--- src/hw/rtl/qcws_pkg.sv ---
// Shared types and constants for the QUIC connection-id worker steering block.
// No dependencies.
package qcws_pkg;

   localparam int WORKER_BITS_DEFAULT = 16;
   localparam int ID_BITS             = 32;
   localparam int STEP_BITS           = $clog2(ID_BITS);
   localparam int JOB_DEPTH           = 2;   // power of two: pointers wrap naturally
   localparam int JOB_PTR_BITS        = $clog2(JOB_DEPTH);
   localparam int JOB_CNT_BITS        = $clog2(JOB_DEPTH + 1);

   localparam logic [4:0]  MIN_LEN            = 5'd9;
   localparam logic [4:0]  MIN_LONG_LEN       = 5'd14;
   localparam logic [7:0]  LONG_BIT           = 8'h80;
   localparam logic [3:0]  LONG_START         = 4'd6;
   localparam logic [3:0]  SHORT_START        = 4'd1;
   localparam logic [3:0]  ID_BYTES           = 4'd4;
   localparam logic [3:0]  COUNT_MAX          = 4'd15;
   localparam logic [15:0] WORKER_COUNT_RESET = 16'd1;

   typedef struct packed {
      logic [7:0]  data_byte;
      logic        last_byte;
      logic [15:0] fallback_worker;
   } req_type;

   typedef struct packed {
      logic [15:0] worker_index;
      logic        used_fallback;
   } rsp_type;

   // One finished packet handed from the front end to the divider.
   typedef struct packed {
      logic                 use_fallback;
      logic [15:0]          fallback_worker;
      logic [ID_BITS-1:0]   id_word;
   } job_type;

   typedef enum logic [1:0] {
      BK_IDLE,
      BK_DIV,
      BK_DONE
   } back_state_type;

endpackage

--- src/hw/rtl/qcws_front.sv ---
// Front end: walks the payload bytes, gathers the steering word and length class.
// Depends on qcws_pkg.
module qcws_front (
   input  logic              clock,
   input  logic              reset,
   input  logic              req_push,
   input  qcws_pkg::req_type req_data,
   input  logic              job_full,
   output logic              job_wr,
   output qcws_pkg::job_type job_data
);
   import qcws_pkg::*;

   logic [3:0]         count_ff, count_in;
   logic               long_ff, long_in;
   logic [ID_BITS-1:0] word_ff, word_in;

   logic               accept;
   logic               is_long;
   logic [3:0]         start;
   logic               in_window;
   logic [4:0]         len;
   logic [ID_BITS-1:0] word_next;

   always_comb begin
      accept    = req_push && !job_full;
      is_long   = (count_ff == 4'd0) ? ((req_data.data_byte & LONG_BIT) != 8'd0) : long_ff;
      start     = is_long ? LONG_START : SHORT_START;
      in_window = (count_ff >= start) && (count_ff < start + ID_BYTES);
      word_next = in_window ? {word_ff[ID_BITS-9:0], req_data.data_byte} : word_ff;
      len       = {1'b0, count_ff} + 5'd1;

      job_wr                   = accept && req_data.last_byte;
      job_data.use_fallback    = (len < MIN_LEN) || (is_long && (len < MIN_LONG_LEN));
      job_data.fallback_worker = req_data.fallback_worker;
      job_data.id_word         = word_next;

      count_in = count_ff;
      long_in  = long_ff;
      word_in  = word_ff;
      if (accept) begin
         if (req_data.last_byte) begin
            count_in = 4'd0;
            long_in  = 1'b0;
            word_in  = '0;
         end else begin
            // saturate: anything past fifteen bytes passes every length test
            count_in = (count_ff == COUNT_MAX) ? count_ff : count_ff + 4'd1;
            long_in  = is_long;
            word_in  = word_next;
         end
      end
   end

   always_ff @(posedge clock) begin
      if (reset) begin
         count_ff <= 4'd0;
         long_ff  <= 1'b0;
         word_ff  <= '0;
      end else begin
         count_ff <= count_in;
         long_ff  <= long_in;
         word_ff  <= word_in;
      end
   end

endmodule

--- src/hw/rtl/qcws_job_fifo.sv ---
// Short queue of finished packets between the front end and the divider.
// Depends on qcws_pkg.
module qcws_job_fifo (
   input  logic              clock,
   input  logic              reset,
   input  logic              wr_en,
   input  qcws_pkg::job_type wr_data,
   output logic              full,
   input  logic              rd_en,
   output qcws_pkg::job_type rd_data,
   output logic              empty
);
   import qcws_pkg::*;

   job_type                 mem_ff [JOB_DEPTH];
   logic [JOB_PTR_BITS-1:0] wr_ptr_ff, wr_ptr_in;
   logic [JOB_PTR_BITS-1:0] rd_ptr_ff, rd_ptr_in;
   logic [JOB_CNT_BITS-1:0] cnt_ff, cnt_in;
   logic                    do_wr, do_rd;

   always_comb begin
      full      = (cnt_ff == JOB_CNT_BITS'(JOB_DEPTH));
      empty     = (cnt_ff == '0);
      do_wr     = wr_en && !full;
      do_rd     = rd_en && !empty;
      rd_data   = mem_ff[rd_ptr_ff];
      wr_ptr_in = do_wr ? wr_ptr_ff + 1'b1 : wr_ptr_ff;
      rd_ptr_in = do_rd ? rd_ptr_ff + 1'b1 : rd_ptr_ff;
      cnt_in    = cnt_ff;
      if (do_wr && !do_rd) begin
         cnt_in = cnt_ff + 1'b1;
      end else if (do_rd && !do_wr) begin
         cnt_in = cnt_ff - 1'b1;
      end
   end

   always_ff @(posedge clock) begin
      if (do_wr) begin
         mem_ff[wr_ptr_ff] <= wr_data;
      end
   end

   always_ff @(posedge clock) begin
      if (reset) begin
         wr_ptr_ff <= '0;
         rd_ptr_ff <= '0;
         cnt_ff    <= '0;
      end else begin
         wr_ptr_ff <= wr_ptr_in;
         rd_ptr_ff <= rd_ptr_in;
         cnt_ff    <= cnt_in;
      end
   end

endmodule

--- src/hw/rtl/qcws_back.sv ---
// Back end: worker-count register, bit-serial modulo and the result register.
// Depends on qcws_pkg.
module qcws_back #(
   parameter int WORKER_BITS = qcws_pkg::WORKER_BITS_DEFAULT
) (
   input  logic              clock,
   input  logic              reset,
   input  logic              csr_we,
   input  logic [15:0]       csr_wdata,
   input  logic              job_empty,
   input  qcws_pkg::job_type job_data,
   output logic              job_rd,
   output logic              rsp_empty,
   input  logic              rsp_pop,
   output qcws_pkg::rsp_type rsp_data
);
   import qcws_pkg::*;

   // the register is 16 bits wide, so at most 16 divisor bits ever matter
   localparam int DIV_BITS = (WORKER_BITS < 16) ? WORKER_BITS : 16;

   logic [15:0]          count_ff, count_in;
   back_state_type       state_ff, state_in;
   logic [DIV_BITS-1:0]  rem_ff, rem_in;
   logic [ID_BITS-1:0]   word_ff, word_in;
   logic [STEP_BITS-1:0] step_ff, step_in;
   logic                 fb_ff, fb_in;
   logic [15:0]          fb_val_ff, fb_val_in;
   logic                 out_valid_ff, out_valid_in;
   rsp_type              out_ff, out_in;

   logic [DIV_BITS-1:0]  divisor;
   logic [DIV_BITS:0]    trial;
   logic                 take_job;
   logic                 load_out;
   logic                 last_step;

   assign divisor = count_ff[DIV_BITS-1:0];

   // next state
   always_comb begin
      state_in = state_ff;
      case (state_ff)
         BK_IDLE: begin
            if (!job_empty) begin
               if (job_data.use_fallback || divisor == '0) begin
                  state_in = BK_DONE;
               end else begin
                  state_in = BK_DIV;
               end
            end
         end
         BK_DIV: begin
            if (step_ff == STEP_BITS'(ID_BITS - 1)) begin
               state_in = BK_DONE;
            end
         end
         BK_DONE: begin
            if (!out_valid_ff || rsp_pop) begin
               state_in = BK_IDLE;
            end
         end
         default: state_in = BK_IDLE;
      endcase
   end

   // state outputs
   always_comb begin
      take_job  = 1'b0;
      load_out  = 1'b0;
      last_step = 1'b0;
      case (state_ff)
         BK_IDLE: take_job  = !job_empty;
         BK_DIV:  last_step = (step_ff == STEP_BITS'(ID_BITS - 1));
         BK_DONE: load_out  = !out_valid_ff || rsp_pop;
         default: ;
      endcase
   end

   // datapath
   always_comb begin
      count_in  = csr_we ? csr_wdata : count_ff;
      job_rd    = take_job;
      trial     = {rem_ff, word_ff[ID_BITS-1]};
      rem_in    = rem_ff;
      word_in   = word_ff;
      step_in   = step_ff;
      fb_in     = fb_ff;
      fb_val_in = fb_val_ff;

      if (take_job) begin
         rem_in    = '0;
         word_in   = job_data.id_word;
         step_in   = '0;
         fb_in     = job_data.use_fallback;
         fb_val_in = job_data.fallback_worker;
      end else if (state_ff == BK_DIV) begin
         // restoring step: bring in the next dividend bit, subtract if it fits
         rem_in  = (trial >= {1'b0, divisor}) ? DIV_BITS'(trial - {1'b0, divisor})
                                              : trial[DIV_BITS-1:0];
         word_in = {word_ff[ID_BITS-2:0], 1'b0};
         step_in = last_step ? step_ff : step_ff + 1'b1;
      end

      out_valid_in = out_valid_ff;
      out_in       = out_ff;
      if (load_out) begin
         out_valid_in         = 1'b1;
         out_in.worker_index  = fb_ff ? fb_val_ff : 16'(rem_ff);
         out_in.used_fallback = fb_ff;
      end else if (rsp_pop) begin
         out_valid_in = 1'b0;
      end

      rsp_empty = !out_valid_ff;
      rsp_data  = out_ff;
   end

   always_ff @(posedge clock) begin
      rem_ff    <= rem_in;
      word_ff   <= word_in;
      step_ff   <= step_in;
      fb_val_ff <= fb_val_in;
      out_ff    <= out_in;
   end

   always_ff @(posedge clock) begin
      if (reset) begin
         count_ff     <= WORKER_COUNT_RESET;
         state_ff     <= BK_IDLE;
         fb_ff        <= 1'b0;
         out_valid_ff <= 1'b0;
      end else begin
         count_ff     <= count_in;
         state_ff     <= state_in;
         fb_ff        <= fb_in;
         out_valid_ff <= out_valid_in;
      end
   end

endmodule

--- src/hw/rtl/quic_cid_worker_steering.sv ---
// Top level of the QUIC connection-id worker steering block.
// Depends on qcws_pkg, qcws_front, qcws_job_fifo and qcws_back.
//
//   port group  direction  word
//   req_        in         one payload byte, last flag, fallback index
//   rsp_        out        worker index and fallback flag, one per packet
//   csr_        in         worker count (reset 1)
//
// Bytes are taken one per cycle while the job queue has room.
// A steered packet starts from idle, runs the bit-serial modulo over its
// 32 dividend bits and loads the result register, one packet at a time.
// A fallback packet or a zero worker count skips the modulo.
// Reset is synchronous; rsp_empty is high after it. A held result stalls
// the divider only; the front keeps taking bytes until the queue fills.
module quic_cid_worker_steering #(
   parameter int WORKER_BITS = qcws_pkg::WORKER_BITS_DEFAULT
) (
   input  logic              clock,
   input  logic              reset,
   input  logic              req_push,
   output logic              req_full,
   input  qcws_pkg::req_type req_data,
   output logic              rsp_empty,
   input  logic              rsp_pop,
   output qcws_pkg::rsp_type rsp_data,
   input  logic              csr_we,
   input  logic [15:0]       csr_wdata
);
   import qcws_pkg::*;

   logic    job_wr, job_full, job_rd, job_empty;
   job_type job_in, job_out;

   assign req_full = job_full;

   qcws_front u_front (
      .clock    (clock),
      .reset    (reset),
      .req_push (req_push),
      .req_data (req_data),
      .job_full (job_full),
      .job_wr   (job_wr),
      .job_data (job_in)
   );

   qcws_job_fifo u_fifo (
      .clock   (clock),
      .reset   (reset),
      .wr_en   (job_wr),
      .wr_data (job_in),
      .full    (job_full),
      .rd_en   (job_rd),
      .rd_data (job_out),
      .empty   (job_empty)
   );

   qcws_back #(
      .WORKER_BITS (WORKER_BITS)
   ) u_back (
      .clock     (clock),
      .reset     (reset),
      .csr_we    (csr_we),
      .csr_wdata (csr_wdata),
      .job_empty (job_empty),
      .job_data  (job_out),
      .job_rd    (job_rd),
      .rsp_empty (rsp_empty),
      .rsp_pop   (rsp_pop),
      .rsp_data  (rsp_data)
   );

endmodule

--- config.mk ---
export PLATFORM = sky130hd
export DESIGN_NAME = quic_cid_worker_steering
export DESIGN_NICKNAME = d
export VERILOG_FILES = /design/src/hw/rtl/qcws_pkg.sv /design/src/hw/rtl/qcws_front.sv /design/src/hw/rtl/qcws_job_fifo.sv /design/src/hw/rtl/qcws_back.sv /design/src/hw/rtl/quic_cid_worker_steering.sv
export SDC_FILE = /design/constraint.sdc
export NUM_CORES = 1
export LEC_CHECK = 0
export BUFFER_PORTS_ARGS = -buffer_cell sky130_fd_sc_hd__buf_4
export CORE_MARGIN = 1
export CORE_UTILIZATION = 45
export DETAILED_ROUTE_END_ITERATION = 12
export PLACE_DENSITY_LB_ADDON = 0.1
export SYNTH_ARGS = -nofsm -noshare
export SYNTH_HDL_FRONTEND = slang
export SYNTH_HIERARCHICAL = 1
export SYNTH_SLANG_ARGS = --single-unit
--- constraint.sdc ---
create_clock -name clock -period 7.81 [get_ports clock]
set_input_delay 0.781 -clock clock [delete_from_list [all_inputs] [get_ports clock]]
set_output_delay 0.781 -clock clock [all_outputs]
set_load 0.01 [all_outputs]
==> results.ini <==
[outcome]
status=finished clean

[global_routing]
grt_max_degree=50
overflow=0
grt_util_all_layers=0.178
grt_pass1_wl_um=34100
antenna_found_initial=0
grt_pass1_vias=6625

[synthesis]
ys_seq_elements=246
ys_seq_area_frac=0.612
yosysTopAreaCell=edfxtp_1
synth_edf_count=163
synth_nets=912
synth-compound-area-share=0.0786
synth_commonest_cells=edfxtp_1, nand2_1, mux2_2, dfxtp_1, nor2_1
syn_area_per_cell_um2=12.7
async_reset_ff_frac=0
synth_warnings=6
synthAdderAreaFrac=0.0287
synthMostInstantiatedCell=edfxtp_1
yosys.area_share.simple=0.0891
synth_top_family_by_area=multiplexers
synthXorXnorAreaFrac=0.0172
synth_top_cell_area_share=0.457
synth_area_mm2=0.0107
synth_ff_type=edfxtp_1
synthMuxAreaShare=0.132
syn_inst=842
ys_top_cells_by_area=edfxtp_1, dfxtp_1, mux2_2, nand2_1, mux2i_1
synthDistinctLibCells=56

[layout]
syn2layout_area_growth_pct=13.6
fin_util=0.520
instances_no_fill=1231
fin_nets=961
fillers=2025
n_antenna_cell=0
seq_area_mm2=0.00656
multi_input_area_mm2=0.00371
drive_gt1_frac=0.248

[pwr]
peakVddDrop_mv=0.219
power.leakage_uw=0.00467
powerDensity_mw_per_mm2=372

[floorplan]
dieArea_mm2=0.0244
die_h_um=156
start_util=0.458
rows=56
die_w_um=156
core_mm2=0.0234
io_pins=65

[critical_path]
worstPathRequired_ps=8280
crit_path_start_kind=flop
worstPathMaxFanout=33
critPathMaxStageDelay_ps=930
worstSetupPathType=flop to flop
endpoint_kind=flop
cpMostUsedCell=ha_1
arrival_ps=4590
cp_cell_sequence=inv_1 -> ha_1 -> nor3b_2 -> mux2i_2 -> ha_1 -> a21oi_1 -> mux2_1 -> o22ai_4 -> nor4b_4 -> buf_4 -> a22o_1
crit_path_top_delay_cell=o22ai_4

[flow_run]
cap_violations=0

[sta]
holdWs_ps=444
maxSlewViolCount=0
fmax_mhz=243
slew_headroom=0.183
finalCriticalPeriod_ps=4120
worst_clock_skew_ps=19.2
setup_viol=0
setup_tns_ps=0
tightest_slew_ps=1230
finalCritPeriodShare=0.527
rsz0062_at_grt=false
hold_viol=0

[cts]
cts-buffers-inserted=27
post-cts-setup-buffers=0
clkTransAtPathRegs_ps=60
cts_buffer_depth=3
cts-root-buf=clkbuf_16
insertion_delay_ps=530
cts_hold_buf=0
tritoncts=yes
htreeDepth=1
cts_sinks=246
cts-resized-gates=0

[routing]
first_iter_violations=333
ant_nets=0
firstDrtPassIters=5
avgRoutedWirePerCell_um=17.2
vias=6416
vias_per_cell=5.21
wl_um=21100
drc=0

[place]
place.gp.congestion=0.911
dp.cells=1181
dp_hpwl_um=13300
io_buffer_count=64

[hold_path]
hold_path_class=primary input to flop

power by group:
group	leakage, uW	internal, uW	switching (uW)
logic	0.00207	563	859
clock network	0.000406	697	495
registers	0.00219	1790	122
path summary, 6_finish.rpt:
check | slack (ps) | endpoint | depth (start not counted) | startpoint
setup / recovery | 3690 | u_front/word_ff[27] | 11 | u_front/count_ff[0]
hold / removal | 440 | u_fifo/mem_ff[1][33] | 1 | req_data[1]
setup reg to reg | 3690 | u_front/word_ff[27] | 11 | u_front/count_ff[0]
hold reg to reg | 470 | u_back/step_ff[4] | 2 | u_back/step_ff[4]
registers in the layout, summed over array words and instances (netlist names), 2 cells and up, named ones only:
register,flops
u_fifo/mem_ff,98
u_back/word_ff,32
u_front/word_ff,32
u_back/rsp_data,17
u_back/count_ff,16
u_back/fb_val_ff,16
u_back/rem_ff,16
u_back/step_ff,5
u_front/count_ff,4
u_back/state_ff,2
u_fifo/cnt_ff,2
cells by family (layout without fill, tap and decap cells):
family,count (synthesis),count (layout)
DFF,246,246
and+or+nand+nor,216,216
muxes,129,129
AOI/OAI and AO/OA,123,123
buffers and inverters,83,153
adders and majority gates,24,24
xor gates and xnor gates,21,21
metrics by stage:
| step | cell area (um2) | power, uW | worst slack, ps |
|---|---|---|---|
| floorplan | 10700 | 3020 | 4810 |
| global placement | 11300 | 3340 | 3730 |
| detailed placement | 11300 | 3380 | 3670 |
| CTS | 12200 | 4580 | 3700 |
| global route | 12200 | 4810 | 3500 |
| finish | 12200 | 4520 | 3690 |
layer usage:
metal	vias up	track usage	wire length, um	share of wire
li1	3140	-	-	-
met1	3160	0.235	9930	0.47
met2	84	0.300	10100	0.48
met3	32	0.0299	680	0.032
met4	0	0.0542	425	0.020
met5	-	0	0	0
worst max-delay path: cells and delay by family (launching register included):
kind	cells	cell delay, ps
simple gates	2	520
fa+ha+maj	2	540
buf+inv	2	490
mux	2	800
flops	1	400
compound gates	3	1290
placed cells by master (no fill, tap or decap), types with 23 or more instances in the layout:
cell and instances:
a22o_1 33, clkbuf_16 27, nor2_1 40, edfxtp_1 163, mux2i_1 30, ha_1 23
dfxtp_1 82, inv_1 28, nand2_1 121, mux2_2 97, a21oi_1 31, buf_4 73
area by class of cell:
class	count	area share
Inverter	30	0.00925
Sequential cell	246	0.539
Multi-Input combinational cell	513	0.305
Tap cell	319	0.0328
Timing Repair Buffer	73	0.0450
Clock buffer	43	0.0654
Clock inverter	7	0.00380
(Power assumes the default switching activity.)
